===== src/rtl/bole_pkg.sv =====
// ----------------------------------------------------------------------------
// bole_pkg: shared types for the bounded ordered list engine
// Opcode and status codes, the key type and the control beat that the top
// level broadcasts to every list cell.
// ----------------------------------------------------------------------------
package bole_pkg;

    // Stored and compared key, signed two's complement
    typedef logic signed [31:0] t_key;

    // Command opcodes
    typedef enum logic [1:0] {
        OP_APPEND = 2'd0,
        OP_REMOVE = 2'd1,
        OP_INSERT = 2'd2,
        OP_NOP    = 2'd3
    } t_op;

    // Result status codes
    typedef enum logic [1:0] {
        ST_OK    = 2'd0,
        ST_EMPTY = 2'd1,
        ST_FULL  = 2'd2
    } t_status;

    // Control broadcast to all cells
    typedef struct packed {
        logic cmp_en;   // latch compare result against cmp_key
        logic upd_en;   // apply the write pattern this cycle
        logic is_app;   // append at tail
        logic is_ins;   // ordered insert
        t_key cmp_key;  // key of the beat being accepted
        t_key new_key;  // key of the beat being applied
    } t_cell_ctl;

endpackage


===== src/rtl/bole_cell.sv =====
// ----------------------------------------------------------------------------
// bole_cell: one slot of the ordered list
// Holds one key, compares it against an incoming key, and on update either
// keeps its key, takes the left neighbor's key (shift toward tail) or takes
// the new key. The found flag ripples from head to tail through the row.
// ----------------------------------------------------------------------------
module bole_cell
    import bole_pkg::*;
#(
    parameter int INDEX = 0,
    parameter int CNT_W = 5
) (
    input  logic             i_clk,
    input  t_cell_ctl        i_ctl,
    input  logic [CNT_W-1:0] i_count,
    input  t_key             i_left_key,
    input  logic             i_found,
    output logic             o_found,
    output t_key             o_key
);

    t_key r_key;
    logic r_ge;     // stored key >= incoming key
    logic w_valid;
    logic w_at_end;
    logic w_hit;
    logic w_take_new;
    logic w_take_left;

    // Slot position relative to the current fill level
    assign w_valid  = (i_count > CNT_W'(INDEX));
    assign w_at_end = (i_count == CNT_W'(INDEX));
    assign w_hit    = w_valid & r_ge;

    // First hit from the head wins; everything after it shifts
    assign o_found = i_found | w_hit;

    // Write pattern for this slot
    assign w_take_left = i_ctl.is_ins & i_found;
    assign w_take_new  = i_ctl.is_ins ? (!i_found & (w_hit | w_at_end))
                                      : (i_ctl.is_app & w_at_end);

    // Compare latch, loaded on the accepted beat
    always_ff @(posedge i_clk) begin
        if (i_ctl.cmp_en) begin
            r_ge <= !(r_key < i_ctl.cmp_key);
        end
    end

    // Key storage
    always_ff @(posedge i_clk) begin
        if (i_ctl.upd_en) begin
            if (w_take_left) begin
                r_key <= i_left_key;
            end else if (w_take_new) begin
                r_key <= i_ctl.new_key;
            end
        end
    end

    assign o_key = r_key;

endmodule


===== src/rtl/bounded_ordered_list_engine_top.sv =====
// ----------------------------------------------------------------------------
// bounded_ordered_list_engine_top: ordered key list with fixed capacity
// Command-style engine over a row of list cells: append, remove tail and
// ordered insert, one status beat per command.
// ----------------------------------------------------------------------------
// Usage:
//   A command beat (opcode, key) is taken at a rising edge with start high
//   and busy low. busy is high for one cycle after each accepted beat, so a
//   new command can be taken while the previous one is still in flight.
//   Cycle after accept: every cell has latched its compare against the key;
//   the found flag ripples along the cell row and the cells shift or load.
//   Next cycle: head is read from the first cell and the tail through a
//   one-hot select over the row; the result registers load.
//   Following cycle: o_strobe is high for one cycle with status, count, head
//   and tail.
//   The found ripple across the row runs in the update cycle, after the
//   parallel compare has been latched.
//   There is no back-pressure on the result side; results cannot be held.
//   Reset (i_rst_n low, synchronous) empties the list and drops any command
//   in flight. Key storage is not cleared; slots beyond the count are never
//   reported.
// ----------------------------------------------------------------------------
module bounded_ordered_list_engine_top
    import bole_pkg::*;
#(
    parameter int CAPACITY = 16,
    localparam int CNT_W   = $clog2(CAPACITY + 1)
) (
    input  logic                    i_clk,
    input  logic                    i_rst_n,
    input  logic                    start,
    input  logic [1:0]              i_opcode,
    input  logic signed [31:0]      i_key,
    output logic                    busy,
    output logic                    o_strobe,
    output logic [1:0]              o_status,
    output logic [CNT_W-1:0]        o_entry_count,
    output logic signed [31:0]      o_head_key,
    output logic signed [31:0]      o_tail_key
);

    // Control state
    logic             r_busy;
    logic             r_pend;
    logic             r_strobe;
    logic [CNT_W-1:0] r_count;
    // Beat being applied
    t_op              r_op;
    t_key             r_key;
    t_status          r_stat;
    // Result registers
    t_status          r_o_stat;
    logic [CNT_W-1:0] r_o_count;
    t_key             r_o_head;
    t_key             r_o_tail;

    logic             w_accept;
    logic             w_full;
    logic             w_empty;
    logic             w_is_app;
    logic             w_is_ins;
    logic             w_write;
    t_status          n_stat;
    logic [CNT_W-1:0] n_count;
    t_key             n_tail;
    t_cell_ctl        w_ctl;

    logic             w_found [CAPACITY+1];
    t_key             w_key   [CAPACITY];
    t_key             w_tail_part [CAPACITY];

    assign w_accept = start & !r_busy;
    assign busy     = r_busy;

    // Decode of the beat in the update cycle
    assign w_full   = (r_count == CNT_W'(CAPACITY));
    assign w_empty  = (r_count == '0);
    assign w_is_app = (r_op == OP_APPEND);
    assign w_is_ins = (r_op == OP_INSERT);
    assign w_write  = r_busy & !w_full & (w_is_app | w_is_ins);

    // Status and next count
    always_comb begin
        n_stat  = ST_OK;
        n_count = r_count;
        case (r_op)
            OP_APPEND, OP_INSERT: begin
                if (w_full) begin
                    n_stat = ST_FULL;
                end else begin
                    n_count = r_count + CNT_W'(1);
                end
            end
            OP_REMOVE: begin
                if (w_empty) begin
                    n_stat = ST_EMPTY;
                end else begin
                    n_count = r_count - CNT_W'(1);
                end
            end
            default: begin
                n_stat = ST_OK;
            end
        endcase
    end

    // Cell broadcast
    always_comb begin
        w_ctl.cmp_en  = w_accept;
        w_ctl.upd_en  = w_write;
        w_ctl.is_app  = w_is_app;
        w_ctl.is_ins  = w_is_ins;
        w_ctl.cmp_key = i_key;
        w_ctl.new_key = r_key;
    end

    // Cell row, head at index 0
    assign w_found[0] = 1'b0;

    for (genvar i = 0; i < CAPACITY; i++) begin : g_cell
        t_key w_left;

        if (i == 0) begin : g_head
            assign w_left = '0;
        end else begin : g_body
            assign w_left = w_key[i-1];
        end

        bole_cell #(
            .INDEX (i),
            .CNT_W (CNT_W)
        ) u_cell (
            .i_clk      (i_clk),
            .i_ctl      (w_ctl),
            .i_count    (r_count),
            .i_left_key (w_left),
            .i_found    (w_found[i]),
            .o_found    (w_found[i+1]),
            .o_key      (w_key[i])
        );

        // Tail select: slot count-1
        assign w_tail_part[i] = (r_count == CNT_W'(i + 1)) ? w_key[i] : '0;
    end

    // OR over the one-hot masked slots
    always_comb begin
        n_tail = '0;
        for (int i = 0; i < CAPACITY; i++) begin
            n_tail = n_tail | w_tail_part[i];
        end
    end

    // Sequencing and count
    always_ff @(posedge i_clk) begin
        if (!i_rst_n) begin
            r_busy   <= 1'b0;
            r_pend   <= 1'b0;
            r_strobe <= 1'b0;
            r_count  <= '0;
        end else begin
            r_busy   <= w_accept;
            r_pend   <= r_busy;
            r_strobe <= r_pend;
            if (r_busy) begin
                r_count <= n_count;
            end
        end
    end

    // Beat capture and status
    always_ff @(posedge i_clk) begin
        if (w_accept) begin
            r_op  <= t_op'(i_opcode);
            r_key <= i_key;
        end
        if (r_busy) begin
            r_stat <= n_stat;
        end
    end

    // Result registers
    always_ff @(posedge i_clk) begin
        if (r_pend) begin
            r_o_stat  <= r_stat;
            r_o_count <= r_count;
            r_o_head  <= w_empty ? t_key'(0) : w_key[0];
            r_o_tail  <= n_tail;
        end
    end

    assign o_strobe      = r_strobe;
    assign o_status      = r_o_stat;
    assign o_entry_count = r_o_count;
    assign o_head_key    = r_o_head;
    assign o_tail_key    = r_o_tail;

`ifndef SYNTHESIS
    // Fill level stays within capacity
    a_count_bound: assert property (@(posedge i_clk) disable iff (!i_rst_n)
        r_count <= CNT_W'(CAPACITY))
        else $error("list count above capacity");

    // Busy lasts exactly one cycle per beat
    a_busy_one: assert property (@(posedge i_clk) disable iff (!i_rst_n)
        r_busy |=> !r_busy)
        else $error("busy held longer than one cycle");

    // Every accepted beat yields a result strobe
    a_strobe_lat: assert property (@(posedge i_clk) disable iff (!i_rst_n)
        w_accept |=> ##2 r_strobe)
        else $error("missing result strobe");

    // Full status only when the list is at capacity
    a_full_count: assert property (@(posedge i_clk) disable iff (!i_rst_n)
        (r_strobe && r_o_stat == ST_FULL) |-> (r_o_count == CNT_W'(CAPACITY)))
        else $error("full status with room left");

    // Empty status only with an empty list
    a_empty_count: assert property (@(posedge i_clk) disable iff (!i_rst_n)
        (r_strobe && r_o_stat == ST_EMPTY) |-> (r_o_count == '0))
        else $error("empty status with entries present");
`endif

endmodule

===== config.mk =====
export PLATFORM = sky130hd
export DESIGN_NAME = bounded_ordered_list_engine_top
export DESIGN_NICKNAME = d
export VERILOG_FILES = /design/src/rtl/bole_pkg.sv /design/src/rtl/bole_cell.sv /design/src/rtl/bounded_ordered_list_engine_top.sv
export SDC_FILE = /design/constraint.sdc
export NUM_CORES = 2
export LEC_CHECK = 0
export BUFFER_PORTS_ARGS = -buffer_cell sky130_fd_sc_hd__buf_2
export CORE_MARGIN = 2
export CORE_UTILIZATION = 58
export DETAILED_ROUTE_END_ITERATION = 10
export PLACE_DENSITY = 0.78
export SLEW_MARGIN = 20
export SYNTH_ARGS = -nofsm -noshare
export SYNTH_HDL_FRONTEND = slang
export SYNTH_HIERARCHICAL = 1
export SYNTH_SLANG_ARGS = --single-unit

===== constraint.sdc =====
create_clock -name i_clk -period 5.8 [get_ports i_clk]
set_clock_uncertainty 0.1 [all_clocks]
set_input_delay 1.16 -clock i_clk [delete_from_list [all_inputs] [get_ports i_clk]]
set_output_delay 1.16 -clock i_clk [all_outputs]
set_load 0.01 [all_outputs]

## Word level (Yosys, flattened, before mapping)

Index checks and enable logic that the tools add are counted.

| operators by class | value |
|---|---|
| add/sub/neg operators | 2 |
| order comparisons | 32 |
| equal/unequal tests | 20 |
| muxes and demuxes | 68 |
| bitwise logic cells | 111 |
| reduce and logical (&&, ||, !) cells | 69 |

Operator list:

| kind | count |
|---|---|
| $mux 32 | 46 |
| $lt 32x32->1 | 16 |
| $or 32x32->32 | 15 |
| $and 1x1->1 | 65 |
| $eq 5x4->1 const B | 8 |
| $gt 5x4->1 const B | 8 |
| $logic_not 1->1 | 33 |
| $reduce_and 2->1 | 16 |
| $reduce_bool 2->1 | 16 |
| $or 1x1->1 | 31 |
| $eq 5x3->1 const B | 4 |
| $gt 5x3->1 const B | 4 |
| $mux 1 | 17 |
| $eq 5x2->1 const B | 2 |
| $gt 5x1->1 const B | 2 |
| $gt 5x2->1 const B | 2 |
| $mux 5 | 2 |
| $pmux 5 s2 | 1 |
| $add 5x1->5 const B | 1 |
| $eq 5x1->1 const B | 1 |
| $eq 5x5->1 const B | 1 |
| $logic_not 5->1 | 1 |
| $sub 5x1->5 const B | 1 |
| $ne 2x2->1 const B | 2 |
| other kinds (7) | 7 |

| storage, ports and cells | value |
|---|---|
| register bits | 643 |
| input port bits | 37 |
| output and inout port bits | 73 |
| word-level logic and storage cells | 345 |

## Depth between registers and ports, before layout

| logic depth | value |
|---|---|
| depth after elaboration | 21 |
| mapped depth | 20 |
| gate-level depth less buffers | 20 |

## By module

Netlist, hierarchy kept.

By module, submodules not included:

| module | instances | cells each | area an instance (sq um) | sequential area each (sq um) |
|---|---|---|---|---|
| bounded_ordered_list_engine_top | 1 | 708 | 7,863.8 | 3,373.2 |
| bole_cell at g_cell[14].u_cell ... | 3 | 184 | 2,198.4 | 991.0 |
| bole_cell at g_cell[13].u_cell | 1 | 186 | 2,225.9 | 991.0 |
| bole_cell at g_cell[9].u_cell | 1 | 188 | 2,224.6 | 991.0 |
| bole_cell at g_cell[7].u_cell | 1 | 187 | 2,218.4 | 991.0 |
| bole_cell at g_cell[3].u_cell | 1 | 187 | 2,217.1 | 991.0 |
| bole_cell at g_cell[15].u_cell | 1 | 186 | 2,213.4 | 991.0 |
| bole_cell at g_cell[10].u_cell | 1 | 186 | 2,205.9 | 991.0 |
| bole_cell at g_cell[2].u_cell | 1 | 186 | 2,204.6 | 991.0 |
| bole_cell at g_cell[11].u_cell | 1 | 187 | 2,199.6 | 991.0 |
| bole_cell at g_cell[12].u_cell | 1 | 185 | 2,198.4 | 991.0 |
| bole_cell at g_cell[5].u_cell | 1 | 184 | 2,197.1 | 991.0 |
| bole_cell at g_cell[0].u_cell | 1 | 184 | 2,195.9 | 991.0 |
| bole_cell at g_cell[8].u_cell | 1 | 185 | 2,195.9 | 991.0 |
| bole_cell at g_cell[1].u_cell | 1 | 184 | 2,193.4 | 991.0 |

## Worst setup path before layout

OpenSTA, ideal clock, no wires.

| path | value |
|---|---|
| path kind | reg2reg |
| start point | register r_count[3] |
| end point | register g_cell[15].u_cell.r_key[0] (enable) |
| library setup time | 0.470 ns |
| arrival | 5.399 ns |
| data required time | 5.230 ns |
| path slack | -0.169 ns |
| cell stages (with the launch flop) | 21 |
| path buffers | 0 |
| period minus slack after synthesis | 5.969 ns |
| path through | dfxtp_1 -> or4_1 -> o21ai_0 -> nand2b_1 -> a21o_1 -> a21o_1 -> a21o_1 -> o21bai_1 -> a21o_1 -> a21o_1 -> a21o_1 -> o21bai_1 -> nand2b_1 -> nand2b_1 -> a21o_1 -> o21bai_1 -> a21o_1 -> a21o_1 -> a21o_1 -> o21ai_0 -> a21boi_0 |

RTL lines:

| what | line | RTL |
|---|---|---|
| from (decl) | bounded_ordered_list_engine_top.sv:46 | `logic [CNT_W-1:0] r_count;` |
| from (signal assigned) | bounded_ordered_list_engine_top.sv:166 | `r_count <= n_count;` |
| to (signal assigned) | bole_cell.sv:54 | `r_key <= i_left_key;` |
| to (signal assigned) | bole_cell.sv:56 | `r_key <= i_ctl.new_key;` |
| to (decl) | bole_cell.sv:22 | `t_key r_key;` |

==> metrics <==
status finished, violations left; failing checks slew limit; die area between 0.07 and 0.08 mm^2; Switch Pwr about 3.2 mW; vias per cell ~7; area leader, netlist edfxtp_1; vias in the first global route 32400; Die Y 277 um; switching portion of total power 26.9%; setup slack after placement 0.565 ns; Fin. Hold Viols 0; fillers 5717; Initial Utilization just under 60%; Pre-Repair DR Iteration Count 6; CTS buffer count 73; most numerous cell in the Yosys netlist edfxtp_1; initial antenna violation count 10; DP Cell Count 4757; largest net degree at the start of global routing 73; Pwr Total 12.0 mW; register area share after synthesis 44.6%; Cell Area, Synth 0.0431 mm^2; setup ws final between 0.3 and 0.4 ns; final worst path period need around 5.5 ns; io pins 110; Crit Path Class register to register; Clk pwr share 40.2%; Tcrit/Tclk final 94.1%; area share of the largest cell type after synthesis 44.2%; DRC Markers 0; DR WL/cell 33.4 um; critical path arrival roughly 5.8 ns; htree depth 3; Multi-input gate area 0.0219 mm^2; Slew headroom -70.7%; CTS tree done; share of the core filled with cells 64.8%; FF+latch count, synth about 640; Tightest Hold Check Type register to register; Yosys cell types between 90 and 100; power density over the cells between 200 and 300 mW/mm^2; clk root buf clkbuf_16; Primary FF master, synth edfxtp_1; Detailed Place HPWL 117 mm; Clock Latency Late Sink 0.66 ns; max cap viols 0; worst vdd ir 0.000229 V; Startpoint Class register; Vias 34400; hold_sp r_stat[0]$_DFFE_PP_; fmax between 150 and 200 MHz; FF/Latch Area around 0.019 mm^2; Row Count 100; Ys Warns 6; setup bufs post-CTS 0; Lkg Pwr 19.8 nW; Longest Clk Path Bufs 3; Layout area overhead 11.2%; setup TNS 0 ns; GRT Util Overall between 40% and 50%; Design Area, Final slightly below 0.05 mm^2; synth cell count leaders edfxtp_1, mux2_2, inv_1, ha_1, nand2_1; Combinational Power Share about 15%; Worst-Margin Slew 2.55 ns; DRT antenna net count 0; DP Area around 0.046 mm^2; hold slack 0.323 ns; # setup viols final 0; final layout net count 4402; top cells by area, synth edfxtp_1, ha_1, mux2_2; initial detailed-routing violation count 5410; RSZ-0062 raised after global routing false; Clock Sinks 643; core area 0.0741 mm^2; Die X 277 um; Flop pwr share ~45%; Final Instance Count excl. Fillers 4890; gate count of the mapped netlist approximately 3700; crit path max fanout 20; Reg2Reg Launch Point r_count[3]$_SDFFE_PN0P_; syn_area_per_cell about 12 um^2; Setup crit end kind register; number of synthesized flops with an enable pin 635; CTS-repair resized insts 0; share of cells above drive strength 1 between 20 and 25%; P_int between 8 and 9 mW; crit path from r_count[3]$_SDFFE_PN0P_; async set-or-reset flop fraction in the synthesized netlist 0%; hold bufs inserted after CTS 0; Clock transition at path regs ~0.070 ns; final WL 163 mm; Max Transition Viols Final 33; GRT overflow 0; Worst Path Required 6.09 ns; PortBufs around 110; global-route wire length before repair 230 mm; gp weighted congestion 1.09
[routing by layer]
layer	track usage [%]	vias to the layer above	part of all wire (%)	wire length, um
li1	-	14200	-	-
met1	54.2	16600	36	58400
met2	58.0	2866	40	65700
met3	17.7	660	17	27600
met4	24.6	12	7.1	11600
met5	0	-	0.046	75
[power by group through the flow]
stage | clock network [mW] | registers (mW) | logic [mW]
4_1_cts | 4.82 | 5.40 | 1.70
2_1_floorplan | 0 | 5.45 | 1.08
3_3_place_gp | 0 | 5.50 | 1.62
6_report | 4.83 | 5.41 | 1.77
5_1_grt | 5.00 | 5.41 | 1.86
3_5_place_dp | 0 | 5.50 | 1.68
[path summary, 6_finish.rpt]
path / endpoint / cells after the start / slack (ns)
worst max-delay path: g_cell[15].u_cell/o_key[24]$_DFFE_PP_ / 21 / 0.34
worst min-delay path: o_status[0]$_DFFE_PP_ / 0 / 0.32
worst max register to register: g_cell[15].u_cell/o_key[24]$_DFFE_PP_ / 21 / 0.34
worst min register to register: o_status[0]$_DFFE_PP_ / 0 / 0.32
[critical path, cell delays in order, from the launching register on]
cell      delay (ns)
dfxtp_4         0.34
or4_1           0.53
o21ai_0         0.16
nand2b_1        0.11
a21o_1          0.20
a21o_1          0.22
a21o_1          0.21
o21bai_1        0.23
a21o_1          0.22
a21o_1          0.19
a21o_1          0.19
o21bai_1        0.20
nand2b_1        0.22
nand2b_1        0.22
a21o_1          0.22
o21bai_1        0.22
a21o_1          0.23
a21o_1          0.19
a21o_1          0.16
o21ai_0         0.34
a21boi_4        0.25
buf_16          0.24
[placed cells by master, fill, tap and decap left out, drive strengths merged, types with 73 or more instances in the layout]
cell,synthesis,routed
nand2,153,153
o21ai,96,96
nand3,90,90
a21oi,149,149
mux2,533,533
clkbuf,27,89
inv,519,522
a22oi,73,73
nand4,95,95
ha,502,502
mux2i,92,92
buf,91,197
edfxtp,635,635
[sequential cells by signal, indices dropped and copies added (netlist names)]
signal and count:
busy 1, r_stat 2, o_head_key 32, o_tail_key 32, r_op 2, r_key 32, o_status 2, o_entry_count 5
g_cell.u_cell/r_ge 16, r_pend 1, o_strobe 1, r_count 5, g_cell.u_cell/o_key 512
[final cells by class]
type / count / area share, %
Antenna cell: 3 / 0.0156
Clock buffer: 89 / 4.21
Clock inverter: 41 / 0.831
Inverter: 519 / 4.06
Multi-Input combinational cell: 2429 / 45.6
Sequential cell: 643 / 40.1
Tap cell: 969 / 2.53
Timing Repair Buffer: 197 / 2.72
[cells by family (layout without fill, tap and decap cells)]
kind of cell | count (synthesis) | count (layout) | synth area share, %
AOI/OAI and AO/OA | 642 | 642 | 10.7
DFF | 643 | 643 | 44.6
buffers and inverters | 637 | 846 | 5.85
adders and majority gates | 502 | 502 | 14.6
and+or+nand+nor | 617 | 617 | 7.95
other | 1 | 38 | 0.00869
xor gates and xnor gates | 3 | 3 | 0.0609
muxes | 630 | 630 | 16.3
No activity file was read; power rests on OpenSTA's default activity.
